## config.mk

```make
export PLATFORM = sky130hd
export DESIGN_NAME = smcrq_regs
export DESIGN_NICKNAME = d
export VERILOG_FILES = /design/src/sv/smcrq_pkg.sv /design/src/sv/smcrq_regs.sv
export SDC_FILE = /design/constraint.sdc
export NUM_CORES = 1
export LEC_CHECK = 0
export ABC_AREA = 1
export ABC_CLOCK_PERIOD_IN_PS = 1400
export BUFFER_PORTS_ARGS = -buffer_cell sky130_fd_sc_hd__buf_4
export CAP_MARGIN = 20
export CORE_ASPECT_RATIO = 0.9
export CORE_UTILIZATION = 50
export CTS_CLUSTER_SIZE = 16
export DETAILED_ROUTE_END_ITERATION = 10
export PLACE_DENSITY = 0.91
export SETUP_SLACK_MARGIN = 0.02
export SYNTH_ARGS = -nofsm -noshare
export SYNTH_HDL_FRONTEND = slang
export SYNTH_SLANG_ARGS = --single-unit
export TNS_END_PERCENT = 30
```

## constraint.sdc

```tcl
create_clock -name i_clk -period 1.4 [get_ports i_clk]
set_input_delay 0.07 -clock i_clk [delete_from_list [all_inputs] [get_ports i_clk]]
set_output_delay 0.07 -clock i_clk [all_outputs]
set_load 0.005 [all_outputs]
```

## src/sv/smcrq_pkg.sv

```systemverilog
// ----------------------------------------------------------------------------
// smcrq_pkg
// Shared types, widths and codes of the memory channel request queue.
// ----------------------------------------------------------------------------
package smcrq_pkg;

    // Field widths
    localparam int SIZE_W  = 48;
    localparam int REQ_W   = 8;
    localparam int TAG_W   = 16;
    localparam int RT_W    = 64;
    localparam int LAT_W   = 32;
    localparam int BW_W    = 16;
    localparam int PER_W   = 9;
    localparam int APB_AW  = 5;
    localparam int APB_DW  = 32;

    // Bytes per gigabyte and its width
    localparam longint unsigned BYTES_PER_GB = 64'd1000000000;
    localparam int GB_W = 30;

    // Size is multiplied in chunks, most significant first
    localparam int CHUNK_W = 16;
    localparam int NCHUNK  = (SIZE_W + CHUNK_W - 1) / CHUNK_W;

    // Parameter defaults
    localparam int              NODES_DEF       = 8;
    localparam int              QUEUE_DEPTH_DEF = 16;
    localparam longint unsigned CLOCK_HZ_DEF    = 64'd1000000000;

    typedef enum logic [1:0] {
        MODE_NONE = 2'd0,
        MODE_NODE = 2'd1,
        MODE_NPU  = 2'd2,
        MODE_POOL = 2'd3
    } t_mode;

    typedef enum logic [1:0] {
        ST_OK         = 2'd0,
        ST_NO_REMOTE  = 2'd1,
        ST_QUEUE_FULL = 2'd2,
        ST_NODE_RANGE = 2'd3
    } t_status;

    typedef enum logic {
        OP_REQUEST  = 1'b0,
        OP_COMPLETE = 1'b1
    } t_op;

    typedef enum logic [2:0] {
        REG_MODE = 3'd0,
        REG_PER  = 3'd1,
        REG_LLAT = 3'd2,
        REG_LBW  = 3'd3,
        REG_RLAT = 3'd4,
        REG_RBW  = 3'd5
    } t_reg_idx;

    typedef enum logic [3:0] {
        S_IDLE,
        S_DECODE,
        S_NODE_DIV,
        S_NODE_CHK,
        S_POP_RD,
        S_POP_WB,
        S_MUL,
        S_DIV
    } t_state;

    typedef struct packed {
        t_mode             mode;
        logic [PER_W-1:0]  per;
        logic [LAT_W-1:0]  llat;
        logic [BW_W-1:0]   lbw;
        logic [LAT_W-1:0]  rlat;
        logic [BW_W-1:0]   rbw;
    } t_cfg;

    // Commands from the controller to the datapath
    typedef struct packed {
        logic    load;
        logic    node_start;
        logic    ch_latch;
        logic    div_run;
        logic    enqueue;
        logic    claim_ch;
        logic    free_ch;
        logic    pop_rd;
        logic    pop_wb;
        logic    mul_start;
        logic    use_remote;
        logic    hold;
        logic    mul_run;
        logic    quo_start;
        logic    emit_time;
        logic    emit_err;
        t_status err_code;
    } t_cmd;

    // Status from the datapath to the controller
    typedef struct packed {
        t_op   op;
        logic  is_remote;
        t_mode mode;
        logic  div_done;
        logic  mul_done;
        logic  oor;
        logic  ch_busy;
        logic  q_full;
        logic  q_empty;
    } t_stat;

endpackage

```

## src/sv/smcrq_regs.sv

```systemverilog
// ----------------------------------------------------------------------------
// smcrq_regs
// APB configuration registers with readback.
// ----------------------------------------------------------------------------
module smcrq_regs
    import smcrq_pkg::*;
(
    input  logic              i_clk,
    input  logic              i_rst_n,
    input  logic              psel,
    input  logic              penable,
    input  logic              pwrite,
    input  logic [APB_AW-1:0] paddr,
    input  logic [APB_DW-1:0] pwdata,
    output logic [APB_DW-1:0] prdata,
    output logic              pready,
    output t_cfg              o_cfg
);

    t_cfg     r_cfg;
    logic     wr_en;
    t_reg_idx idx;

    assign pready = 1'b1;
    assign wr_en  = psel & penable & pwrite;
    assign idx    = t_reg_idx'(paddr[APB_AW-1:2]);
    assign o_cfg  = r_cfg;

    // Write registers
    always_ff @(posedge i_clk) begin
        if (!i_rst_n) begin
            r_cfg.mode <= MODE_NONE;
            r_cfg.per  <= PER_W'(1);
            r_cfg.llat <= '0;
            r_cfg.lbw  <= BW_W'(1);
            r_cfg.rlat <= '0;
            r_cfg.rbw  <= BW_W'(1);
        end else if (wr_en) begin
            case (idx)
                REG_MODE: r_cfg.mode <= t_mode'(pwdata[1:0]);
                REG_PER:  r_cfg.per  <= pwdata[PER_W-1:0];
                REG_LLAT: r_cfg.llat <= pwdata[LAT_W-1:0];
                REG_LBW:  r_cfg.lbw  <= pwdata[BW_W-1:0];
                REG_RLAT: r_cfg.rlat <= pwdata[LAT_W-1:0];
                REG_RBW:  r_cfg.rbw  <= pwdata[BW_W-1:0];
                default: ;
            endcase
        end
    end

    // Read back
    always_comb begin
        prdata = '0;
        case (idx)
            REG_MODE: prdata = APB_DW'(r_cfg.mode);
            REG_PER:  prdata = APB_DW'(r_cfg.per);
            REG_LLAT: prdata = APB_DW'(r_cfg.llat);
            REG_LBW:  prdata = APB_DW'(r_cfg.lbw);
            REG_RLAT: prdata = APB_DW'(r_cfg.rlat);
            REG_RBW:  prdata = APB_DW'(r_cfg.rbw);
            default:  prdata = '0;
        endcase
    end

endmodule

```

==> results.yml, run 1 <==
sta:
  slew_violations: 0
  fin_crit_ns: 1.25
  fin_skew_ns: 0
  setup_viol: 0
  max_freq_mhz: 799
  period_share: 0.894
  setup_ws_ns: 0.149
  hold_violations: 0
  setup_tns_ns: 0
  rsz0062_at_grt: "no"
place:
  pre_cts_slack_ns: 0.118
  dp_hpwl_mm: 10.8
  place_congestion: 0.864
  port_buffers: 178
power_and_ir_drop:
  p_sw_mw: 1.53
  cellPowerDensity_nw_per_um2: 904
  p_int_mw: 4.85
  clock_power_share: 0.407
  vdd_drop_max_mv: 0.626
  p_seq_frac: 0.488
  leakagePower_nw: 3.41
  comb_power_share: 0.105
  p_sw_frac: 0.240
setup_path:
  startpoint_type: "flip-flop"
  crit_arrival_ns: 1.18
  worstSetupEndpointType: "primary output"
  critical_path_peak_fanout: 3
  required_ns: 1.33
  worst-setup-path-type: "flip-flop to primary output"
cells_and_area:
  num_antenna_cells: 0
  nFillCells: 902
  area_growth_pct: 35.3
  nets: 1036
  largest_reg_flops: 107
  final_util: 0.692
  drive_gt1_frac: 0.236
yosys:
  netlist_top_cells_count: "nor2_1, nand2_1, dfxtp_1"
  yosysTopAreaCellShare: 0.410
  synth-edff-count: 0
  synth.most_common_cell: "nor2_1"
  synth_area_leader_cell: "dfxtp_1"
  syn_nets: 873
  synth_cell_types: 18
  syn_area_um2: 5220
  ys_seq_area_frac: 0.410
  yosysWarnings: 0
  avgSynthCellArea_um2: 6.28
  ys_ff_latch: 107
  synth_cells: 831
  ys.flop_type: "dfxtp_1"
  async_reset_ff_frac: 0
  synthTopCellsByArea: "dfxtp_1, nor2_1, nand2_1"
floorplanning:
  start_util: 0.512
  core_area_um2: 10200
  placementRows: 35
  die_area_um2: 10900
  io_pins: 182
  die_y_um: 98.9
  chipWidth_um: 110
detailed_routing:
  wl_per_cell_um: 13.6
  first_iter_violations: 468
  drt_pass1_iterations: 5
  met2_length_mm: 7.24
  wl_met3_mm: 1.22
  via_per_inst: 5.06
  finalWirelength_mm: 15.3
  vias: 5709
  route.detailed.drc: 0
  wl_met1_mm: 6.62
  drtAntennaViolNets: 0
  dr.max_layer_used: "met4"
clock_network:
  insertion_delay_ns: 0.33
  cts_buffer_depth: 2
  cts_setup_buffers: 0
  clock-sinks: 107
  cts_inserted_buffers: 9
  clk_pin_slew_worst_paths_ns: 0.07
  cts_root_buf: "clkbuf_16"
  cts_tree: "built"
  ctsHtreeMaxLevel: 3
flow_run:
  maxCapViolations: 0
global_route:
  antenna_found_initial: 0
  grt.overflow.total: 0
  grt_max_degree: 108
  grt_pass1_wl_mm: 23.9
  grt_pass1_vias: 4865
  grt_usage: 0.281
status:
  status: "finished clean"
worst_hold_path:
  holdCritPathClass: "input pin to flip-flop"
==> power by group through the flow <==
stage	Sequential (mW)	Clock, mW	Combinational (mW)
CTS	3.11	2.62	0.665
floorplan	3.18	0	0.367
detailed placement	3.18	0	0.660
global route	3.12	2.76	0.733
global placement	3.18	0	0.648
finish	3.11	2.60	0.672
==> layout make-up <==
class | count | area (um2) | area share
well taps | 129 | 161 | 0.0229
flip-flops and latches | 107 | 2140 | 0.303
repair buffers | 208 | 1660 | 0.236
clock buffers | 13 | 260 | 0.0368
inverters | 60 | 228 | 0.0322
clock inverters | 3 | 46.3 | 0.00655
multi-input cells | 608 | 2560 | 0.363
==> what timing repair did <==
| item | CTS | global route |
|---|---|---|
| setup endpoints to repair | 0 | 7 |
| hold buffers | 1 | 0 |
| endpoints found under the hold margin | 3 | 0 |
| gates resized for setup | 0 | 1 |
==> per-layer routing <==
| layer | GRT usage | vias up |
|---|---|---|
| li1 | - | 2896 |
| met1 | 0.370 | 2556 |
| met2 | 0.458 | 237 |
| met3 | 0.0694 | 20 |
| met4 | 0.0728 | 0 |
| met5 | 0 | - |
==> cells by family after synthesis <==
family	after synthesis	share of synthesized area
AOI/OAI and AO/OA	3	0.00288
buffers and inverters	116	0.0990
DFF	107	0.410
other	1	0.000718
and+or+nand+nor	604	0.487
==> stage by stage <==
stage          area, um2  total power, mW  hold slack [ns]  instances
2_1_floorplan       5220             3.55            0.196        831
3_3_place_gp        6740             3.83            0.320       1111
3_5_place_dp        6740             3.84            0.329       1111
4_1_cts             7060             6.39           0.0543       1128
5_1_grt             7060             6.61           0.0677       1128
6_report            7060             6.38           0.0574       1128
==> worst paths after layout <==
| check | startpoint | end | cells after the start | slack, ns |
|---|---|---|---|---|
| max | o_cfg[6] | prdata[6] | 5 | 0.15 |
| min | pwdata[18] | o_cfg[34] | 5 | 0.06 |
| max reg2reg | o_cfg[71] | o_cfg[71] | 2 | 0.73 |
| min reg2reg | o_cfg[98] | o_cfg[98] | 2 | 0.50 |
==> worst max-delay path, cell delays in order (launching register included) <==
cell,delay (ns)
dfxtp_1,0.36
nand4_1,0.10
nand2_1,0.14
inv_1,0.05
nand3_1,0.09
buf_4,0.11
==> cells in the final DEF, fill, tap and decap left out, types with 2 or more instances in the layout <==
cell type	instances
buf_12	8
buf_4	199
clkbuf_1	2
clkbuf_16	9
clkbuf_8	2
dfxtp_1	107
inv_1	57
inv_2	2
nand2_1	227
nand3_1	94
nand3_2	3
nand4_1	34
nor2_1	237
nor2_2	4
nor2_4	4
o21ai_0	3
Power figures use the tool's default switching activity.
==> inputs of run 2 (changes only) <==
--- a/config.mk
+++ b/config.mk
@@ -10,10 +10,11 @@
 export BUFFER_PORTS_ARGS = -buffer_cell sky130_fd_sc_hd__buf_4
 export CAP_MARGIN = 20
 export CORE_ASPECT_RATIO = 0.9
-export CORE_UTILIZATION = 50
+export CORE_UTILIZATION = 52
+export CTS_BUF_LIST = sky130_fd_sc_hd__clkbuf_4 sky130_fd_sc_hd__clkbuf_8
 export CTS_CLUSTER_SIZE = 16
 export DETAILED_ROUTE_END_ITERATION = 10
-export PLACE_DENSITY = 0.91
+export PLACE_DENSITY = 0.94
 export SETUP_SLACK_MARGIN = 0.02
 export SYNTH_ARGS = -nofsm -noshare
 export SYNTH_HDL_FRONTEND = slang
==> run 2 against run 1 <==
  * First-iteration DRC count down 1.1%
  * Critical path depth did not move
  * Flip-flop and latch count stayed put
  * Critical endpoint is now prdata[1]
  * Wire length rose by 1.6%
  * Die area shrank 3.8%
  * Register-to-register slack is essentially flat
  * Fmax shrank 3.4%
  * Clock power decreased by 31%
  * Highest routed layer unchanged
  * Count of clock-buffer cells in the layout fell by 2
==> results.yml, run 2 (synthesis results as in run 1) <==
cells_and_area:
  largest_reg_flops: 107
  drive_gt1_frac: 0.241
  num_antenna_cells: 0
  fin_area_um2: 6990
  final_util: 0.721
  fin_cells: 1125
  area_growth_pct: 33.9
  final_cell_mix: "nor2_1, nand2_1, buf_4, dfxtp_1, nand3_1"
  nets: 1036
  mostFrequentLayoutCell: "nor2_1"
detailed_routing:
  drtAntennaViolNets: 0
  via_per_inst: 5.24
  vias: 5897
  route.detailed.drc: 0
  first_iter_violations: 463
  drt_pass1_iterations: 5
  wl_per_cell_um: 13.8
  finalWirelength_mm: 15.6
floorplanning:
  start_util: 0.538
  die_y_um: 97.1
  placementRows: 34
  chipWidth_um: 108
  core_area_um2: 9700
  io_pins: 182
  die_area_um2: 10400
power_and_ir_drop:
  p_sw_frac: 0.268
  comb_power_share: 0.123
  vdd_drop_max_mv: 0.500
  cellPowerDensity_nw_per_um2: 800
  p_sw_mw: 1.50
  p_int_mw: 4.09
  clock_power_share: 0.320
  p_seq_frac: 0.557
  leakagePower_nw: 3.36
setup_path:
  startpoint_type: "flip-flop"
  slowest_delay_ns: 0.36
  required_ns: 1.33
  critical_path_peak_fanout: 3
  cp_slowest_cell: "dfxtp_1"
  crit_arrival_ns: 1.23
  path_common_cell: "nand2_1"
  worstSetupEndpointType: "primary output"
  worst-setup-path-type: "flip-flop to primary output"
  crit_chain: "nand4_1, nand2_1, nor2_2, nand2_1, buf_4"
place:
  place_congestion: 0.840
  dp_hpwl_mm: 10.9
  place_inst: 1105
  dpl_cell_area_um2: 6760
  port_buffers: 178
sta:
  slew_violations: 0
  period_share: 0.925
  max_freq_mhz: 772
  setup_viol: 0
  fin_skew_ns: 0
  setup_tns_ns: 0
  rsz0062_at_grt: "yes"
  hold_violations: 0
  fin_crit_ns: 1.30
global_route:
  grt_usage: 0.303
  antenna_found_initial: 0
  grt_pass1_vias: 5317
  grt_pass1_wl_mm: 25.2
  grt_max_degree: 45
  grt.overflow.total: 0
clock_network:
  cts_root_buf: "clkbuf_8"
  ctsHtreeMaxLevel: 3
  cts_buffer_depth: 2
  clock-sinks: 107
  insertion_delay_ns: 0.36
  clk_pin_slew_worst_paths_ns: 0.11
  cts_tree: "built"
  cts_inserted_buffers: 9
status:
  status: "finished clean"
worst_hold_path:
  holdCritPathClass: "input pin to flip-flop"
flow_run:
  maxCapViolations: 0
run 2: cell count changes in the layout (fill, tap and decap cells not counted), sizes merged:
cell,previous run,this run
bufinv,1,0
clkbuf,13,11
clkinvlp,1,2
clkinv,1,2
inv,60,61
run 2: routing by layer:
layer | vias to the layer above | wire, um | GRT usage
li1 | 2890 | - | -
met1 | 2682 | 6440 | 0.400
met2 | 285 | 7160 | 0.481
met3 | 40 | 1490 | 0.0691
met4 | 0 | 488 | 0.113
met5 | - | 0 | 0
run 2: power by group through the flow:
stage	registers [mW]	clock network (mW)	logic (mW)
after global placement	3.18	0	0.650
after detailed placement	3.18	0	0.663
after global routing	3.12	1.94	0.755
final	3.11	1.79	0.689
after CTS	3.11	1.79	0.667
after floorplan	3.18	0	0.367
run 2: worst paths after layout:
path                                 start         to  slack [ns]  depth (start not counted)
worst min-delay path            pwdata[23]  o_cfg[87]        0.02                          5
worst max register to register   o_cfg[56]  o_cfg[56]        0.72                          2
worst max-delay path             o_cfg[65]  prdata[1]        0.10                          5
worst min register to register   o_cfg[38]  o_cfg[38]        0.50                          2
run 2: layout make-up:
cell class,instances,area [um2]
Clock buffer,11,145
Clock inverter,5,37.5
Fill cell,809,2710
Inverter,60,228
Multi-Input combinational cell,608,2560
Sequential cell,107,2140
Tap cell,126,158
Timing Repair Buffer,208,1710
run 2: metrics by stage:
stage          hold WS, ns  setup WS (ns)  power, mW
2_1_floorplan        0.196          0.374       3.55
3_3_place_gp         0.324          0.144       3.83
3_5_place_dp         0.332          0.126       3.85
4_1_cts             0.0190         0.0966       5.57
5_1_grt             0.0384        -0.0504       5.82
6_report            0.0195          0.105       5.59
run 2: worst max-delay path, delay by kind of cell (launching register included):
| family | cells | cell delay [ns] |
|---|---|---|
| flip-flops | 1 | 0.36 |
| AND/OR/NAND/NOR | 4 | 0.36 |
| buffers and inverters | 1 | 0.13 |
run 2: what timing repair did:
action	in CTS	in global routing
buffers inserted	0	3
endpoints found under the setup margin	0	4
hold endpoints to repair	3	0
hold buffers	1	0
resized for setup	0	4
==> inputs of run 3 (changes only) <==
--- a/config.mk
+++ b/config.mk
@@ -6,15 +6,16 @@
 export NUM_CORES = 1
 export LEC_CHECK = 0
 export ABC_AREA = 1
-export ABC_CLOCK_PERIOD_IN_PS = 1400
+export ABC_CLOCK_PERIOD_IN_PS = 1100
 export BUFFER_PORTS_ARGS = -buffer_cell sky130_fd_sc_hd__buf_4
 export CAP_MARGIN = 20
 export CORE_ASPECT_RATIO = 0.9
-export CORE_UTILIZATION = 52
+export CORE_UTILIZATION = 47
 export CTS_BUF_LIST = sky130_fd_sc_hd__clkbuf_4 sky130_fd_sc_hd__clkbuf_8
 export CTS_CLUSTER_SIZE = 16
 export DETAILED_ROUTE_END_ITERATION = 10
-export PLACE_DENSITY = 0.94
+export HOLD_SLACK_MARGIN = 0.06
+export PLACE_DENSITY = 0.9
 export SETUP_SLACK_MARGIN = 0.02
 export SYNTH_ARGS = -nofsm -noshare
 export SYNTH_HDL_FRONTEND = slang
==> constraint.sdc (replaced) <==
create_clock -name i_clk -period 1.1 [get_ports i_clk]
set_input_delay 0.055 -clock i_clk [delete_from_list [all_inputs] [get_ports i_clk]]
set_output_delay 0.055 -clock i_clk [all_outputs]
set_load 0.005 [all_outputs]
==> run 3 against run 2 <==
  * The run now ends with negative setup slack left
  * Final area increased by 14%
  * Die area increased by 10%
  * Count of clock-buffer cells in the layout decreased by 1
  * Wire length increased by 22%
  * First-iteration DRC count increased by 13%
  * Clock power increased by 44%
  * Sequential share of layout area decreased by 2.8 points
  * Flip-flop and latch count unchanged
  * Critical path type unchanged
  * Largest power group unchanged
==> results.yml, run 3 (synthesis results as in run 1) <==
setup_path:
  startpoint_type: "flip-flop"
  slowest_delay_ns: 0.37
  timing.rr.start: "o_cfg[48]"
  crit_chain: "nand4_1, nand2_2, inv_2, nand3_2, buf_6"
  critical_path_peak_fanout: 3
  worst-setup-path-type: "flip-flop to primary output"
  ff2ff_setup_slack_ns: 0.32
  cp_slowest_cell: "dfxtp_2"
  crit_arrival_ns: 1.21
  required_ns: 1.04
  worstSetupEndpointType: "primary output"
  cp-startpoint: "o_cfg[5]"
cells_and_area:
  mostFrequentLayoutCell: "nor2_1"
  drive_gt1_frac: 0.355
  largest_reg_flops: 107
  num_antenna_cells: 0
  nFillCells: 808
  area_growth_pct: 52.7
  nets: 1110
  fin_area_um2: 7970
  final_util: 0.737
  final_cell_mix: "nor2_1, buf_4, nand2_1, nand3_1, dfxtp_2"
floorplanning:
  chipWidth_um: 113
  die_y_um: 102
  die_area_um2: 11500
  placementRows: 36
  io_pins: 182
  core_area_um2: 10800
  start_util: 0.483
power_and_ir_drop:
  clock_power_share: 0.337
  cellPowerDensity_nw_per_um2: 963
  leakagePower_nw: 3.85
  p_sw_frac: 0.271
  p_int_mw: 5.60
  comb_power_share: 0.146
  fin_total_pwr_mw: 7.67
  vdd_drop_max_mv: 0.964
  p_seq_frac: 0.517
  p_sw_mw: 2.08
sta:
  hold_violations: 0
  fin_crit_ns: 1.27
  rsz0062_at_grt: "yes"
  setup_ws_ns: -0.169
  whs_ns: 0.0764
  fin_skew_ns: 0
  max_freq_mhz: 788
  slew_violations: 0
  setup_viol: 20
  period_share: 1.15
detailed_routing:
  via_per_inst: 5.27
  first_iter_violations: 522
  route.detailed.drc: 0
  wl_per_cell_um: 15.7
  vias: 6354
  drtAntennaViolNets: 0
  finalWirelength_mm: 18.9
  drt_pass1_iterations: 5
global_route:
  grt_usage: 0.294
  grt.overflow.total: 0
  antenna_found_initial: 0
  grt_pass1_vias: 5628
  grt_pass1_wl_mm: 26.9
  grt_max_degree: 59
clock_network:
  ctsHtreeMaxLevel: 3
  cts_buffer_depth: 2
  cts_root_buf: "clkbuf_8"
  insertion_delay_ns: 0.36
  cts_inserted_buffers: 9
  cts_tree: "built"
  clock-sinks: 107
  clk_pin_slew_worst_paths_ns: 0.11
status:
  status: "complete, but fails checks"
  violations: "negative setup slack"
place:
  place_congestion: 0.938
  dpl_cell_area_um2: 6910
  port_buffers: 178
  dp_hpwl_mm: 11.2
flow_run:
  maxCapViolations: 0
worst_hold_path:
  holdCritPathClass: "input pin to flip-flop"
  min_from: "pwdata[3]"
-- run 3: cell types whose count changed in the layout (fill, tap and decap cells not counted), sizes merged --
cell         change
dlygate4sd3     +24
clkbuf           +4
clkinvlp         -2
inv              +2
buf             +45
bufinv           +1
-- run 3: final cells by class --
type / count / area [um2] / share of cell area
Inverter: 60 / 238 / 0.0298
Tap cell: 133 / 166 / 0.0209
Timing Repair Buffer: 282 / 2480 / 0.311
Clock buffer: 10 / 138 / 0.0173
Clock inverter: 6 / 70.1 / 0.00879
Sequential cell: 107 / 2220 / 0.278
Multi-Input combinational cell: 608 / 2660 / 0.334
-- run 3: power by group through the flow --
stage	clock, mW	combinational (mW)	sequential [mW]
4_1_cts	2.59	0.997	3.96
5_1_grt	2.75	1.20	3.97
3_3_place_gp	0	0.880	4.05
3_5_place_dp	0	0.899	4.05
2_1_floorplan	0	0.467	4.05
6_report	2.58	1.12	3.97
-- run 3: worst paths after layout --
check | depth (start not counted) | to
max | 5 | prdata[5]
min | 5 | o_cfg[51]
max reg2reg | 3 | o_cfg[48]
min reg2reg | 2 | o_cfg[62]
-- run 3: repair_timing --
item | CTS | global route
cloned | 0 | 5
setup endpoints to repair | 32 | 32
buffers inserted | 24 | 9
endpoints found under the hold margin | 56 | 0
gates resized for setup | 45 | 66
hold buffers | 25 | 0
pin swaps | 28 | 45
-- run 3: critical path: cells and delay by family, from the launching register on --
kind          cells  cell delay, ns
buf+inv           2            0.14
flops             1            0.37
simple gates      3            0.33
-- run 3: stage by stage --
stage	TNS, ns	std cells	setup slack [ns]
after floorplan	0	831	0.0885
after global placement	-0.611	1127	-0.0261
after detailed placement	-3.29	1127	-0.0652
after CTS	-1.58	1192	-0.144
after global routing	-2.52	1206	-0.228
final	-1.34	1206	-0.169
-- run 3: metal layers --
metal	global-route usage	wire length [um]
met4	0.108	772
met5	0	0
met1	0.346	7290
met3	0.0730	1580
met2	0.524	9310
