**src/sv/smcrq_pkg.sv**
```systemverilog
// ----------------------------------------------------------------------------
// smcrq_pkg
// Shared types, widths and codes of the memory channel request queue.
// ----------------------------------------------------------------------------
package smcrq_pkg;

    // Field widths
    localparam int SIZE_W  = 48;
    localparam int REQ_W   = 8;
    localparam int TAG_W   = 16;
    localparam int RT_W    = 64;
    localparam int LAT_W   = 32;
    localparam int BW_W    = 16;
    localparam int PER_W   = 9;
    localparam int APB_AW  = 5;
    localparam int APB_DW  = 32;

    // Bytes per gigabyte and its width
    localparam longint unsigned BYTES_PER_GB = 64'd1000000000;
    localparam int GB_W = 30;

    // Size is multiplied in chunks, most significant first
    localparam int CHUNK_W = 16;
    localparam int NCHUNK  = (SIZE_W + CHUNK_W - 1) / CHUNK_W;

    // Parameter defaults
    localparam int              NODES_DEF       = 8;
    localparam int              QUEUE_DEPTH_DEF = 16;
    localparam longint unsigned CLOCK_HZ_DEF    = 64'd1000000000;

    typedef enum logic [1:0] {
        MODE_NONE = 2'd0,
        MODE_NODE = 2'd1,
        MODE_NPU  = 2'd2,
        MODE_POOL = 2'd3
    } t_mode;

    typedef enum logic [1:0] {
        ST_OK         = 2'd0,
        ST_NO_REMOTE  = 2'd1,
        ST_QUEUE_FULL = 2'd2,
        ST_NODE_RANGE = 2'd3
    } t_status;

    typedef enum logic {
        OP_REQUEST  = 1'b0,
        OP_COMPLETE = 1'b1
    } t_op;

    typedef enum logic [2:0] {
        REG_MODE = 3'd0,
        REG_PER  = 3'd1,
        REG_LLAT = 3'd2,
        REG_LBW  = 3'd3,
        REG_RLAT = 3'd4,
        REG_RBW  = 3'd5
    } t_reg_idx;

    typedef enum logic [3:0] {
        S_IDLE,
        S_DECODE,
        S_NODE_DIV,
        S_NODE_CHK,
        S_POP_RD,
        S_POP_WB,
        S_MUL,
        S_DIV
    } t_state;

    typedef struct packed {
        t_mode             mode;
        logic [PER_W-1:0]  per;
        logic [LAT_W-1:0]  llat;
        logic [BW_W-1:0]   lbw;
        logic [LAT_W-1:0]  rlat;
        logic [BW_W-1:0]   rbw;
    } t_cfg;

    // Commands from the controller to the datapath
    typedef struct packed {
        logic    load;
        logic    node_start;
        logic    ch_latch;
        logic    div_run;
        logic    enqueue;
        logic    claim_ch;
        logic    free_ch;
        logic    pop_rd;
        logic    pop_wb;
        logic    mul_start;
        logic    use_remote;
        logic    hold;
        logic    mul_run;
        logic    quo_start;
        logic    emit_time;
        logic    emit_err;
        t_status err_code;
    } t_cmd;

    // Status from the datapath to the controller
    typedef struct packed {
        t_op   op;
        logic  is_remote;
        t_mode mode;
        logic  div_done;
        logic  mul_done;
        logic  oor;
        logic  ch_busy;
        logic  q_full;
        logic  q_empty;
    } t_stat;

endpackage

```
**src/sv/smcrq_ctrl.sv**
```systemverilog
// ----------------------------------------------------------------------------
// smcrq_ctrl
// Sequencer: decodes each word, walks node lookup, queue and timing steps.
// ----------------------------------------------------------------------------
module smcrq_ctrl
    import smcrq_pkg::*;
(
    input  logic  i_clk,
    input  logic  i_rst_n,
    input  logic  start,
    output logic  busy,
    input  t_stat i_stat,
    output t_cmd  o_cmd
);

    t_state r_state;
    t_state n_state;

    always_ff @(posedge i_clk) begin
        if (!i_rst_n) begin
            r_state <= S_IDLE;
        end else begin
            r_state <= n_state;
        end
    end

    // Next state
    always_comb begin
        n_state = r_state;
        case (r_state)
            S_IDLE: begin
                if (start) n_state = S_DECODE;
            end
            S_DECODE: begin
                if (i_stat.op == OP_REQUEST) begin
                    if (!i_stat.is_remote) begin
                        n_state = S_MUL;
                    end else begin
                        case (i_stat.mode)
                            MODE_NONE: n_state = S_IDLE;
                            MODE_NPU:  n_state = S_MUL;
                            MODE_NODE: n_state = S_NODE_DIV;
                            MODE_POOL: n_state = S_NODE_CHK;
                            default:   n_state = S_IDLE;
                        endcase
                    end
                end else begin
                    case (i_stat.mode)
                        MODE_NODE: n_state = S_NODE_DIV;
                        MODE_POOL: n_state = S_NODE_CHK;
                        default:   n_state = S_IDLE;
                    endcase
                end
            end
            S_NODE_DIV: begin
                if (i_stat.div_done) n_state = S_NODE_CHK;
            end
            S_NODE_CHK: begin
                if (i_stat.oor) begin
                    n_state = S_IDLE;
                end else if (i_stat.op == OP_REQUEST) begin
                    n_state = i_stat.ch_busy ? S_IDLE : S_MUL;
                end else begin
                    n_state = i_stat.q_empty ? S_IDLE : S_POP_RD;
                end
            end
            S_POP_RD: n_state = S_POP_WB;
            S_POP_WB: n_state = S_MUL;
            S_MUL: begin
                if (i_stat.mul_done) n_state = S_DIV;
            end
            S_DIV: begin
                if (i_stat.div_done) n_state = S_IDLE;
            end
            default: n_state = S_IDLE;
        endcase
    end

    // Outputs
    always_comb begin
        o_cmd          = '0;
        o_cmd.err_code = ST_OK;
        busy           = (r_state != S_IDLE);
        case (r_state)
            S_IDLE: begin
                o_cmd.load = start;
            end
            S_DECODE: begin
                if (i_stat.op == OP_REQUEST) begin
                    if (!i_stat.is_remote) begin
                        o_cmd.mul_start = 1'b1;
                    end else begin
                        case (i_stat.mode)
                            MODE_NONE: begin
                                o_cmd.emit_err = 1'b1;
                                o_cmd.err_code = ST_NO_REMOTE;
                            end
                            MODE_NPU: begin
                                o_cmd.mul_start  = 1'b1;
                                o_cmd.use_remote = 1'b1;
                            end
                            MODE_NODE: o_cmd.node_start = 1'b1;
                            MODE_POOL: o_cmd.ch_latch   = 1'b1;
                            default: ;
                        endcase
                    end
                end else begin
                    case (i_stat.mode)
                        MODE_NODE: o_cmd.node_start = 1'b1;
                        MODE_POOL: o_cmd.ch_latch   = 1'b1;
                        default: ;
                    endcase
                end
            end
            S_NODE_DIV: begin
                if (i_stat.div_done) o_cmd.ch_latch = 1'b1;
                else                 o_cmd.div_run  = 1'b1;
            end
            S_NODE_CHK: begin
                if (i_stat.op == OP_REQUEST) begin
                    if (i_stat.oor) begin
                        o_cmd.emit_err = 1'b1;
                        o_cmd.err_code = ST_NODE_RANGE;
                    end else if (i_stat.ch_busy) begin
                        if (i_stat.q_full) begin
                            o_cmd.emit_err = 1'b1;
                            o_cmd.err_code = ST_QUEUE_FULL;
                        end else begin
                            o_cmd.enqueue = 1'b1;
                        end
                    end else begin
                        o_cmd.claim_ch   = 1'b1;
                        o_cmd.mul_start  = 1'b1;
                        o_cmd.use_remote = 1'b1;
                        o_cmd.hold       = 1'b1;
                    end
                end else if (!i_stat.oor) begin
                    if (i_stat.q_empty) o_cmd.free_ch = 1'b1;
                    else                o_cmd.pop_rd  = 1'b1;
                end
            end
            S_POP_RD: ;
            S_POP_WB: begin
                o_cmd.pop_wb     = 1'b1;
                o_cmd.mul_start  = 1'b1;
                o_cmd.use_remote = 1'b1;
                o_cmd.hold       = 1'b1;
            end
            S_MUL: begin
                if (i_stat.mul_done) o_cmd.quo_start = 1'b1;
                else                 o_cmd.mul_run   = 1'b1;
            end
            S_DIV: begin
                if (i_stat.div_done) o_cmd.emit_time = 1'b1;
                else                 o_cmd.div_run   = 1'b1;
            end
            default: ;
        endcase
    end

endmodule

```
**config.mk**
```make
export PLATFORM = sky130hd
export DESIGN_NAME = smcrq_ctrl
export DESIGN_NICKNAME = d
export VERILOG_FILES = /design/src/sv/smcrq_pkg.sv /design/src/sv/smcrq_ctrl.sv
export SDC_FILE = /design/constraint.sdc
export NUM_CORES = 1
export LEC_CHECK = 0
export BUFFER_PORTS_ARGS = -buffer_cell sky130_fd_sc_hd__buf_2
export CAP_MARGIN = 10
export CORE_AREA = 5 5 42 44
export CTS_CLUSTER_SIZE = 30
export DETAILED_ROUTE_END_ITERATION = 10
export DIE_AREA = 0 0 47 49
export PLACE_DENSITY = 0.75
export SYNTH_ARGS = -nofsm -noshare
export SYNTH_HDL_FRONTEND = slang
export SYNTH_SLANG_ARGS = --single-unit
```
**constraint.sdc**
```tcl
create_clock -name i_clk -period 3.59 [get_ports i_clk]
set_input_delay 0.5385 -clock i_clk [delete_from_list [all_inputs] [get_ports i_clk]]
set_output_delay 0.5385 -clock i_clk [all_outputs]
set_load 0.01 [all_outputs]
```
==> results of run 1 <==
[layer usage]
metal	GRT usage	wire [µm]	share of wire
met1	0.191	649	0.41
met2	0.253	878	0.55
met3	0.0369	70	0.044
met4	0.0599	0	0
met5	0	0	0
[final timing paths]
check	startpoint	endpoint	slack (ns)
setup / recovery	r_state[0]$_SDFFE_PN0P_	o_cmd[15]	0.98
hold / removal	i_rst_n	r_state[0]$_SDFFE_PN0P_	0.61
setup reg to reg	r_state[0]$_SDFFE_PN0P_	r_state[1]$_SDFFE_PN0P_	1.89
hold reg to reg	r_state[1]$_SDFFE_PN0P_	r_state[1]$_SDFFE_PN0P_	0.76
[where the power goes]
group          total (mW)  switching, mW  internal, mW
Clock              0.0596         0.0180        0.0417
Sequential         0.0606         0.0218        0.0388
Combinational      0.0978         0.0510        0.0468
Total               0.218         0.0908         0.127
[worst max-delay path, cell delays in order (launching register included)]
cell                       delay (ns)
sky130_fd_sc_hd__dfxtp_1         0.64
sky130_fd_sc_hd__clkinv_1        0.36
sky130_fd_sc_hd__or4_1           0.56
sky130_fd_sc_hd__a21oi_1         0.12
sky130_fd_sc_hd__buf_2           0.15
[cell families after synthesis]
group | after synthesis | share of synthesized area
AO/OA/AOI/OAI | 23 | 0.349
XOR/XNOR | 1 | 0.0163
buffers and inverters | 11 | 0.109
flip-flops | 3 | 0.112
multiplexers | 2 | 0.0372
AND/OR/NAND/NOR | 32 | 0.377
[final cells by class]
class,instances,area (µm²)
sequential,3,60.1
clock buffer,4,26.3
multi-input combinational,58,419
fill,150,691
timing repair buffer,31,155
inverter,8,30.0
tap,16,20.0
[layout by cell type (no fill, tap or decap), types with 2 or more instances in the layout]
| cell | n |
|---|---|
| sky130_fd_sc_hd__a21oi_1 | 6 |
| sky130_fd_sc_hd__a211oi_1 | 2 |
| sky130_fd_sc_hd__nor3_1 | 7 |
| sky130_fd_sc_hd__nand2b_1 | 2 |
| sky130_fd_sc_hd__o21bai_1 | 2 |
| sky130_fd_sc_hd__nand2_1 | 3 |
| sky130_fd_sc_hd__and2b_2 | 2 |
| sky130_fd_sc_hd__inv_1 | 7 |
| sky130_fd_sc_hd__nor3b_1 | 3 |
| sky130_fd_sc_hd__clkbuf_4 | 3 |
| sky130_fd_sc_hd__buf_2 | 31 |
| sky130_fd_sc_hd__mux2i_1 | 2 |
| sky130_fd_sc_hd__o21ai_0 | 2 |
| sky130_fd_sc_hd__nor2_1 | 4 |
| sky130_fd_sc_hd__nor4_1 | 2 |
| sky130_fd_sc_hd__dfxtp_1 | 3 |
[cells in the mapped netlist (all sizes together) (2+ instances only)]
cell    instances
and2b           2
o21bai          2
o32ai           2
nand2b          2
dfxtp           3
nor3b           3
a211oi          2
nor4            2
a21oi           6
clkbuf          2
nor3            7
mux2i           2
nor2            4
nand2           3
inv             7
o21ai           2
[through the flow]
| step | hold WS, ns | utilization | std cells | setup WS, ns | power [mW] |
|---|---|---|---|---|---|
| 2_1_floorplan | 0.634 | - | 72 | 1.52 | 0.127 |
| 3_5_place_dp | 0.747 | 0.488 | 116 | 1.23 | 0.159 |
| 3_3_place_gp | 0.725 | 0.488 | 116 | 1.28 | 0.155 |
| 5_1_grt | 0.586 | 0.507 | 120 | 0.782 | 0.242 |
| 6_report | 0.607 | 0.507 | 120 | 0.980 | 0.218 |
| 4_1_cts | 0.596 | 0.507 | 120 | 0.969 | 0.221 |
==> flow_results.org, run 1 <==
** Worst setup path
- Data on the critical path is required at its endpoint by slightly above 3 ns.
- Worst-path maximum fanout :: 15
- STA classifies the critical path startpoint as a flop.
- For the worst flop-to-flop path, the logic depth is 3.
- Crit. End Element :: output pin
- Worst endpoint data arrival time :: 2.07 ns
- Critical Setup Path Class :: flop to output pin

** Synth
- The Yosys step of the flow raised 0 warnings.
- Yosys attributes the largest share of cell area to sky130_fd_sc_hd__dfxtp_1, sky130_fd_sc_hd__nor3_1, sky130_fd_sc_hd__a21oi_1, sky130_fd_sc_hd__o32ai_4, sky130_fd_sc_hd__inv_1.
- The synthesized design spends more area on one cell type than any other, namely sky130_fd_sc_hd__dfxtp_1.
- Commonest register cell after synthesis :: sky130_fd_sc_hd__dfxtp_1
- The number of nets in the synthesized netlist is 85.
- Number of enable flip-flop cells after synthesis :: 0
- In this run the cell area of the synthesized design comes to about 540 µm².
- Number of storage elements in the synthesis netlist :: 3
- Of the post-synthesis cell area, the dominant cell type holds 0.112.
- Of all flip-flops after synthesis, the portion carrying an async set or reset was 0.
- Cell count after synthesis :: ~70
- A synthesized cell averages 7.47 µm².
- Sequential area share after synthesis :: 0.112
- The netlist uses 39 different library cells.

** Clock tree
- CTS Buf Count :: 3
- TritonCTS clock tree :: built
- Number of buffers added to fix hold violations after cts :: 0
- Root Buffer Master :: sky130_fd_sc_hd__clkbuf_4
- For this design, the sink count on the clock tree is 3.
- In this run the deepest clock path goes through 2 buffers.
- Total setup buffers inserted after CTS :: 0
- Htree depth :: 1
- Clock-pin transition on the worst setup and hold timing paths :: 0.04 ns
- Clock network latency to the later pin of the worst-skew pair :: 0.23 ns
- Cts repair resizes :: 0

** Finish
- From synthesis to final layout, the design area changed by 32.1%.
- In the final layout, the share of cells above drive strength 1 is 0.394.
- The register with the most flip-flops in the layout has 3 of them.
- Registers with the most flip-flops :: r_state (3)
- Count of nets after finishing :: 118
- After routing the design area is a little over 700 µm².
- The number of antenna diodes in the final layout is 0.
- Most flops, register :: r_state

** Min path
- Min-Delay Path Depth :: 2
- The path class of the tightest hold or removal check is primary input to flop.

** Detailed routing
- Number of nets with antenna violations after routing :: 0
- After detailed routing, the average wire length per cell comes to ~13 µm.
- The routed layout has approximately 660 vias.
- For this run, the detailed router's first-pass iteration total came to 4.
- For this block, the initial DRC count from the detailed router was 10.
- After detailed routing, the number of vias per cell comes to 5.53.
- Residual DRC count :: 0
- For this block, the routed nets add up to 1600 µm of wire.

** Global route
- The initial antenna violation count came to 0.
- Wire length of the first global-routing pass :: 2750 µm
- The total overflow left after global routing is 0.
- Entering global routing, the biggest net connects 19 pins.
- Number of global-route vias before repair :: 621
- In the global route stage, overall resource usage came out at 0.156.

** Floorplan
- Row count :: 14
- Top-level I/O count :: 32
- Die X :: around 47 µm
- The initial utilization of the core area, before any placement, comes to 0.384.
- The total area inside the core boundary comes to approximately 1400 µm².
- Die height :: 49 µm
- The floorplan step defined a die boundary enclosing 2300 µm².

** Placement
- The wire-length estimate of the detail-placed layout is 1260 µm.
- Gp weighted congestion :: around 0.80
- Placed standard-cell area :: 684 µm²
- Total of buffers placed on input and output ports :: 31

** STA
- Setup total negative slack :: 0 ns
- The worst path needs 2.61 ns of the cycle, external delays included.
- Relative slew slack :: 0.649
- Fin crit share :: 0.727
- Peak clock frequency supported by timing :: around 380 MHz
- Setup repair after global routing left no endpoint under its margin.
- Final hold violations :: 0
- Worst Max-Slew Pin Slew :: 0.525 ns
- The final max-slew violation count is 0.
- Setup violations remaining at the end of the flow were counted as 0.
- The clock arrives with 0.00249 ns of skew.

** Pwr
- In this run the power density over the cells is just over 300 nW/µm².
- Leak Pwr :: 0.353 nW
- IR analysis of the VDD net gives a maximum drop of 0.296 mV.

** Job
- Max Cap Viol :: 0

** Outcome
- The flow ran to the end, and the final reports show no timing, DRC or antenna violations.
No activity file was read; power rests on OpenSTA's default activity.
==> run 2: changes to the inputs <==
Settings changed: ABC_AREA set to 1, PLACE_DENSITY 0.75 to 0.68.
Clock period 3.59 ns to 2.6 ns, I/O delays scaled along.
==> run 2 against run 1 <==
Effect of this change: synthesized cell count increased by 17%; wire length down 18%; final cell count grew 13%; sequential share of layout area grew 0.73 points; sequential cell count unchanged; design area down 7.9%; clock skew fell by 0.0020 ns; critical path depth is the same; non-clock buffer count stayed put; worst hold slack lost 0.19 ns; utilization decreased by 4.0 points; clock-buffer cell count unchanged; critical endpoint is now o_cmd[7].
==> flow_results.org, run 2 <==
** Pwr
- Proportion of total power due to net switching :: 0.468 (was 0.416)
- Internal portion of total power :: 0.190 mW (was 0.127 mW)
- Power spent charging and discharging nets :: 0.167 mW (was 0.0908 mW)
- The largest voltage drop on the vdd net is 0.253 mV (was 0.296 mV).
- Leak Pwr :: 0.444 nW (was 0.353 nW)
- Share of power burned in the clock network :: 0.222 (was 0.274)
- The power density normalized to cell area was 547 nW/µm² (was 307 nW/µm²).
- Part of the power in registers :: 0.216 (was 0.278)
- Combinational power share :: 0.562 (was 0.449)

** Synth
- Top cells by count, synth: sky130_fd_sc_hd__nand2_1, sky130_fd_sc_hd__inv_1, sky130_fd_sc_hd__nor2_1 (was sky130_fd_sc_hd__inv_1, sky130_fd_sc_hd__nor3_1, sky130_fd_sc_hd__a21oi_1).
- In the post-synthesis netlist, the cell with the most instances is sky130_fd_sc_hd__nand2_1.
- Sequential area share after synthesis :: 0.133 (was 0.112)
- Post-synthesis cell type with the largest combined area :: sky130_fd_sc_hd__nand2_1 (was sky130_fd_sc_hd__dfxtp_1)
- Number of nets produced by synthesis :: 97 (was 85)
- FFs w/ async S/R, synth :: 0 (unchanged)
- The most used flip-flop cell after synthesis is sky130_fd_sc_hd__dfxtp_1 (unchanged).
- Unique masters post-synth :: 20 (was 39)
- The gate count after technology mapping came to 84 (was 72).
- Leading post-synthesis cells by cell area :: sky130_fd_sc_hd__nand2_1, sky130_fd_sc_hd__dfxtp_1, sky130_fd_sc_hd__inv_1, sky130_fd_sc_hd__nand3_1, sky130_fd_sc_hd__nor2_1 (was sky130_fd_sc_hd__dfxtp_1, sky130_fd_sc_hd__nor3_1, sky130_fd_sc_hd__a21oi_1, sky130_fd_sc_hd__o32ai_4, sky130_fd_sc_hd__inv_1)
- The post-synthesis sequential element count is 3 (unchanged).
- Proportion of netlist area held by the largest area contributor :: 0.141 (was 0.112)
- Count of synthesis-stage warnings from yosys :: 0 (unchanged)
- Mean cell area of the mapped netlist :: 5.39 µm² (was 7.47 µm²)
- The area of the mapped netlist came to 453 µm² (was 538 µm²).
- Number of enable flip-flop cells after synthesis :: 0 (unchanged)

** Placement
- Half-perimeter wire length after placement :: 1130 µm (was 1260 µm)
- The routability-driven placement congestion ratio is 0.891 (was 0.795).
- Total of buffers placed on input and output ports :: 31 (unchanged)
- Worst setup slack after placement :: 1.04 ns (was 1.23 ns)
- The instance area at placement came to 628 µm² (was 684 µm²).

** Clock tree
- The number of cells upsized or downsized after cts was 0 (unchanged).
- The TritonCTS clock tree is built (unchanged).
- The clock latency on the worst-skew pair came to 0.23 ns (about the same).
- The clock transition at the registers of the reported paths came to 0.04 ns (about the same).
- Number of clock sinks :: 3 (unchanged)
- CTS Buf Count :: 3 (unchanged)
- The cell at the root of the clock tree is sky130_fd_sc_hd__clkbuf_4 (unchanged).
- The post-CTS setup-driven buffer insertion count was 0 (unchanged).
- The number of H-tree levels is 1 (unchanged).
- The number of hold buffers added after CTS is 0 (unchanged).
- The number of buffers between clock root and the deepest sink was 2 (unchanged).

** Global route
- Wire length of the first global-routing pass :: 2270 µm (was 2750 µm)
- The maximum number of pins on one net before global-route repair is 9 (was 19).
- Number of antenna violations at the first check in global routing :: 0 (unchanged)
- Number of global-route vias before repair :: 599 (was 621)
- Global-route congestion overflow total :: 0 (unchanged)
- Global router's overall resource usage :: 0.128 (was 0.156)

** Finish
- Registers with the most flip-flops: r_state (3) (unchanged).
- Post-layout utilization of the core :: 0.467 (was 0.507)
- The final net count is 133 (was 118).
- The largest register by flop count is r_state (unchanged).
- Area Overhead vs Synth :: 44.5% (was 32.1%)
- Design Area, Final :: 654 µm² (was 711 µm²)
- Most frequent cells in the layout :: sky130_fd_sc_hd__buf_2, sky130_fd_sc_hd__nand2_1, sky130_fd_sc_hd__inv_1, sky130_fd_sc_hd__nor2_1, sky130_fd_sc_hd__nand3_1 (was sky130_fd_sc_hd__buf_2, sky130_fd_sc_hd__inv_1, sky130_fd_sc_hd__nor3_1, sky130_fd_sc_hd__a21oi_1, sky130_fd_sc_hd__nor2_1)
- Most frequent standard cell in the layout excluding fill and tap cells :: sky130_fd_sc_hd__buf_2 (unchanged)
- The filler cell count in the final layout was 159 (was 150).
- The fraction of final layout cells with drive strength greater than 1 was 0.420 (was 0.394).
- The number of flip-flops in the largest register is 3 (unchanged).
- Count of antenna diodes in the layout :: 0 (unchanged)

** Worst setup path
- The cell with the biggest individual delay on the critical path is sky130_fd_sc_hd__dfxtp_1 (unchanged).
- Critical-path cell list: nor2_2, nand2_2, o41ai_1, buf_2 (was clkinv_1, or4_1, a21oi_1, buf_2).
- The type of element launching the critical path is a flop (unchanged).
- Worst-path maximum fanout :: 7 (was 15)
- The critical path data arrival time is 1.40 ns (was 2.07 ns).
- Critical Setup Path Class :: flop to output pin (unchanged)
- Crit. End Element :: output pin (unchanged)
- Worst endpoint required time :: 2.21 ns (was 3.05 ns)
- The cell family with the largest share of critical-path delay is flip-flops (unchanged).
- Delay of the slowest cell on the worst path :: 0.37 ns (was 0.64 ns)
- Buf/Inv on CP :: 1 (was 2)

** STA
- Setup total negative slack :: 0 ns (unchanged)
- Fin crit share :: 0.687
- Relative slew slack :: 0.801 (was 0.649)
- Worst Max-Slew Pin Slew :: 0.295 ns (was 0.525 ns)
- The final max-slew violation count came to 0 (unchanged).
- RSZ-0062 raised after global routing: false (unchanged).
- Skew final :: 0.000481 ns (was 0.00249 ns)
- Derived from the worst setup path, the maximum achievable clock frequency is approximately 560 MHz.
- The final setup violation count is 0 (unchanged).
- Minimum period implied by the final worst setup slack :: 1.79 ns
- Worst setup slack after layout :: 0.815 ns (was 0.980 ns)
- The total count of hold-check failures in the final report came to 0 (unchanged).

** Detailed routing
- The mean routed wirelength per cell was 9.76 µm (was 13.3 µm).
- Initial detailed-routing violation count :: 8 (was 10)
- The via total after detailed routing is 626 (was 663).
- Residual DRC count :: 0 (unchanged)
- The first-pass iteration count of the detailed router is 4 (unchanged).
- Number of nets with antenna violations after routing :: 0 (unchanged)
- Vias/cell :: 4.64 (was 5.53)
- The total wirelength of the detailed-routed design is 1320 µm (was 1600 µm).

** Floorplan
- The floorplan die height is 49 µm (unchanged).
- The number of primary I/O pins came to 32 (unchanged).
- Row count :: 14 (unchanged)
- Core region area :: 1400 µm² (unchanged)
- The die extent in x was 47 µm (unchanged).
- The die footprint came to 2300 µm² (unchanged).
- Starting Density :: 0.323 (was 0.384)

** Outcome
- Outcome :: finished clean (unchanged)

** Min path
- The class of the worst hold path was primary input to flop (unchanged).

** Job
- Max Cap Viol :: 0 (unchanged)
run 2: worst paths after layout:
check	endpoint	depth (start not counted)	slack [ns]	start
setup reg to reg	r_state[1]$_SDFFE_PN0P_	8	1.40	r_state[0]$_SDFFE_PN0P_
hold reg to reg	r_state[1]$_SDFFE_PN0P_	2	0.58	r_state[1]$_SDFFE_PN0P_
hold / removal	r_state[2]$_SDFFE_PN0P_	3	0.41	i_rst_n
setup / recovery	o_cmd[7]	4	0.81	r_state[1]$_SDFFE_PN0P_
run 2: area by class of cell:
type / instances / area (µm²) / area share
sequential: 3 / 60.1 / 0.0918
clock buffer: 4 / 26.3 / 0.0402
tap: 16 / 20.0 / 0.0306
timing repair buffer: 31 / 155 / 0.237
inverter: 20 / 75.1 / 0.115
multi-input combinational: 61 / 318 / 0.486
run 2: power groups by stage:
stage	registers, mW	logic (mW)	clock network (mW)
detailed placement	0.0781	0.201	0
global placement	0.0769	0.199	0
global route	0.0795	0.230	0.0897
finish	0.0773	0.201	0.0794
floorplan	0.0742	0.140	0
CTS	0.0774	0.202	0.0835
run 2: stage by stage:
| step | instances | total power, mW | hold WS [ns] |
|---|---|---|---|
| 5_1_grt | 135 | 0.400 | 0.405 |
| 4_1_cts | 135 | 0.363 | 0.407 |
| 2_1_floorplan | 84 | 0.214 | 0.512 |
| 3_3_place_gp | 131 | 0.276 | 0.561 |
| 3_5_place_dp | 131 | 0.279 | 0.572 |
| 6_report | 135 | 0.358 | 0.414 |
run 2: cell families after synthesis:
logic type | after synthesis | synth area share
buffers and inverters | 20 | 0.166
flip-flops | 3 | 0.133
AND/OR/NAND/NOR | 54 | 0.594
AO/OA/AOI/OAI | 7 | 0.108
run 2: metal layers:
layer | wire length (µm) | share of wire | up-vias | global-route usage
met5 | 0 | 0 | - | 0
met4 | 7 | 0.0053 | 0 | 0.0507
met3 | 71 | 0.054 | 2 | 0.0332
met2 | 686 | 0.52 | 16 | 0.210
met1 | 553 | 0.42 | 276 | 0.151
li1 | - | - | 332 | -
run 2: worst register-to-register path: cells and delay by family, from the launching register on:
family | cells | cell delay (ns)
AO/OA/AOI/OAI | 1 | 0.10
buffers and inverters | 2 | 0.18
flip-flops | 1 | 0.45
AND/OR/NAND/NOR | 5 | 0.41
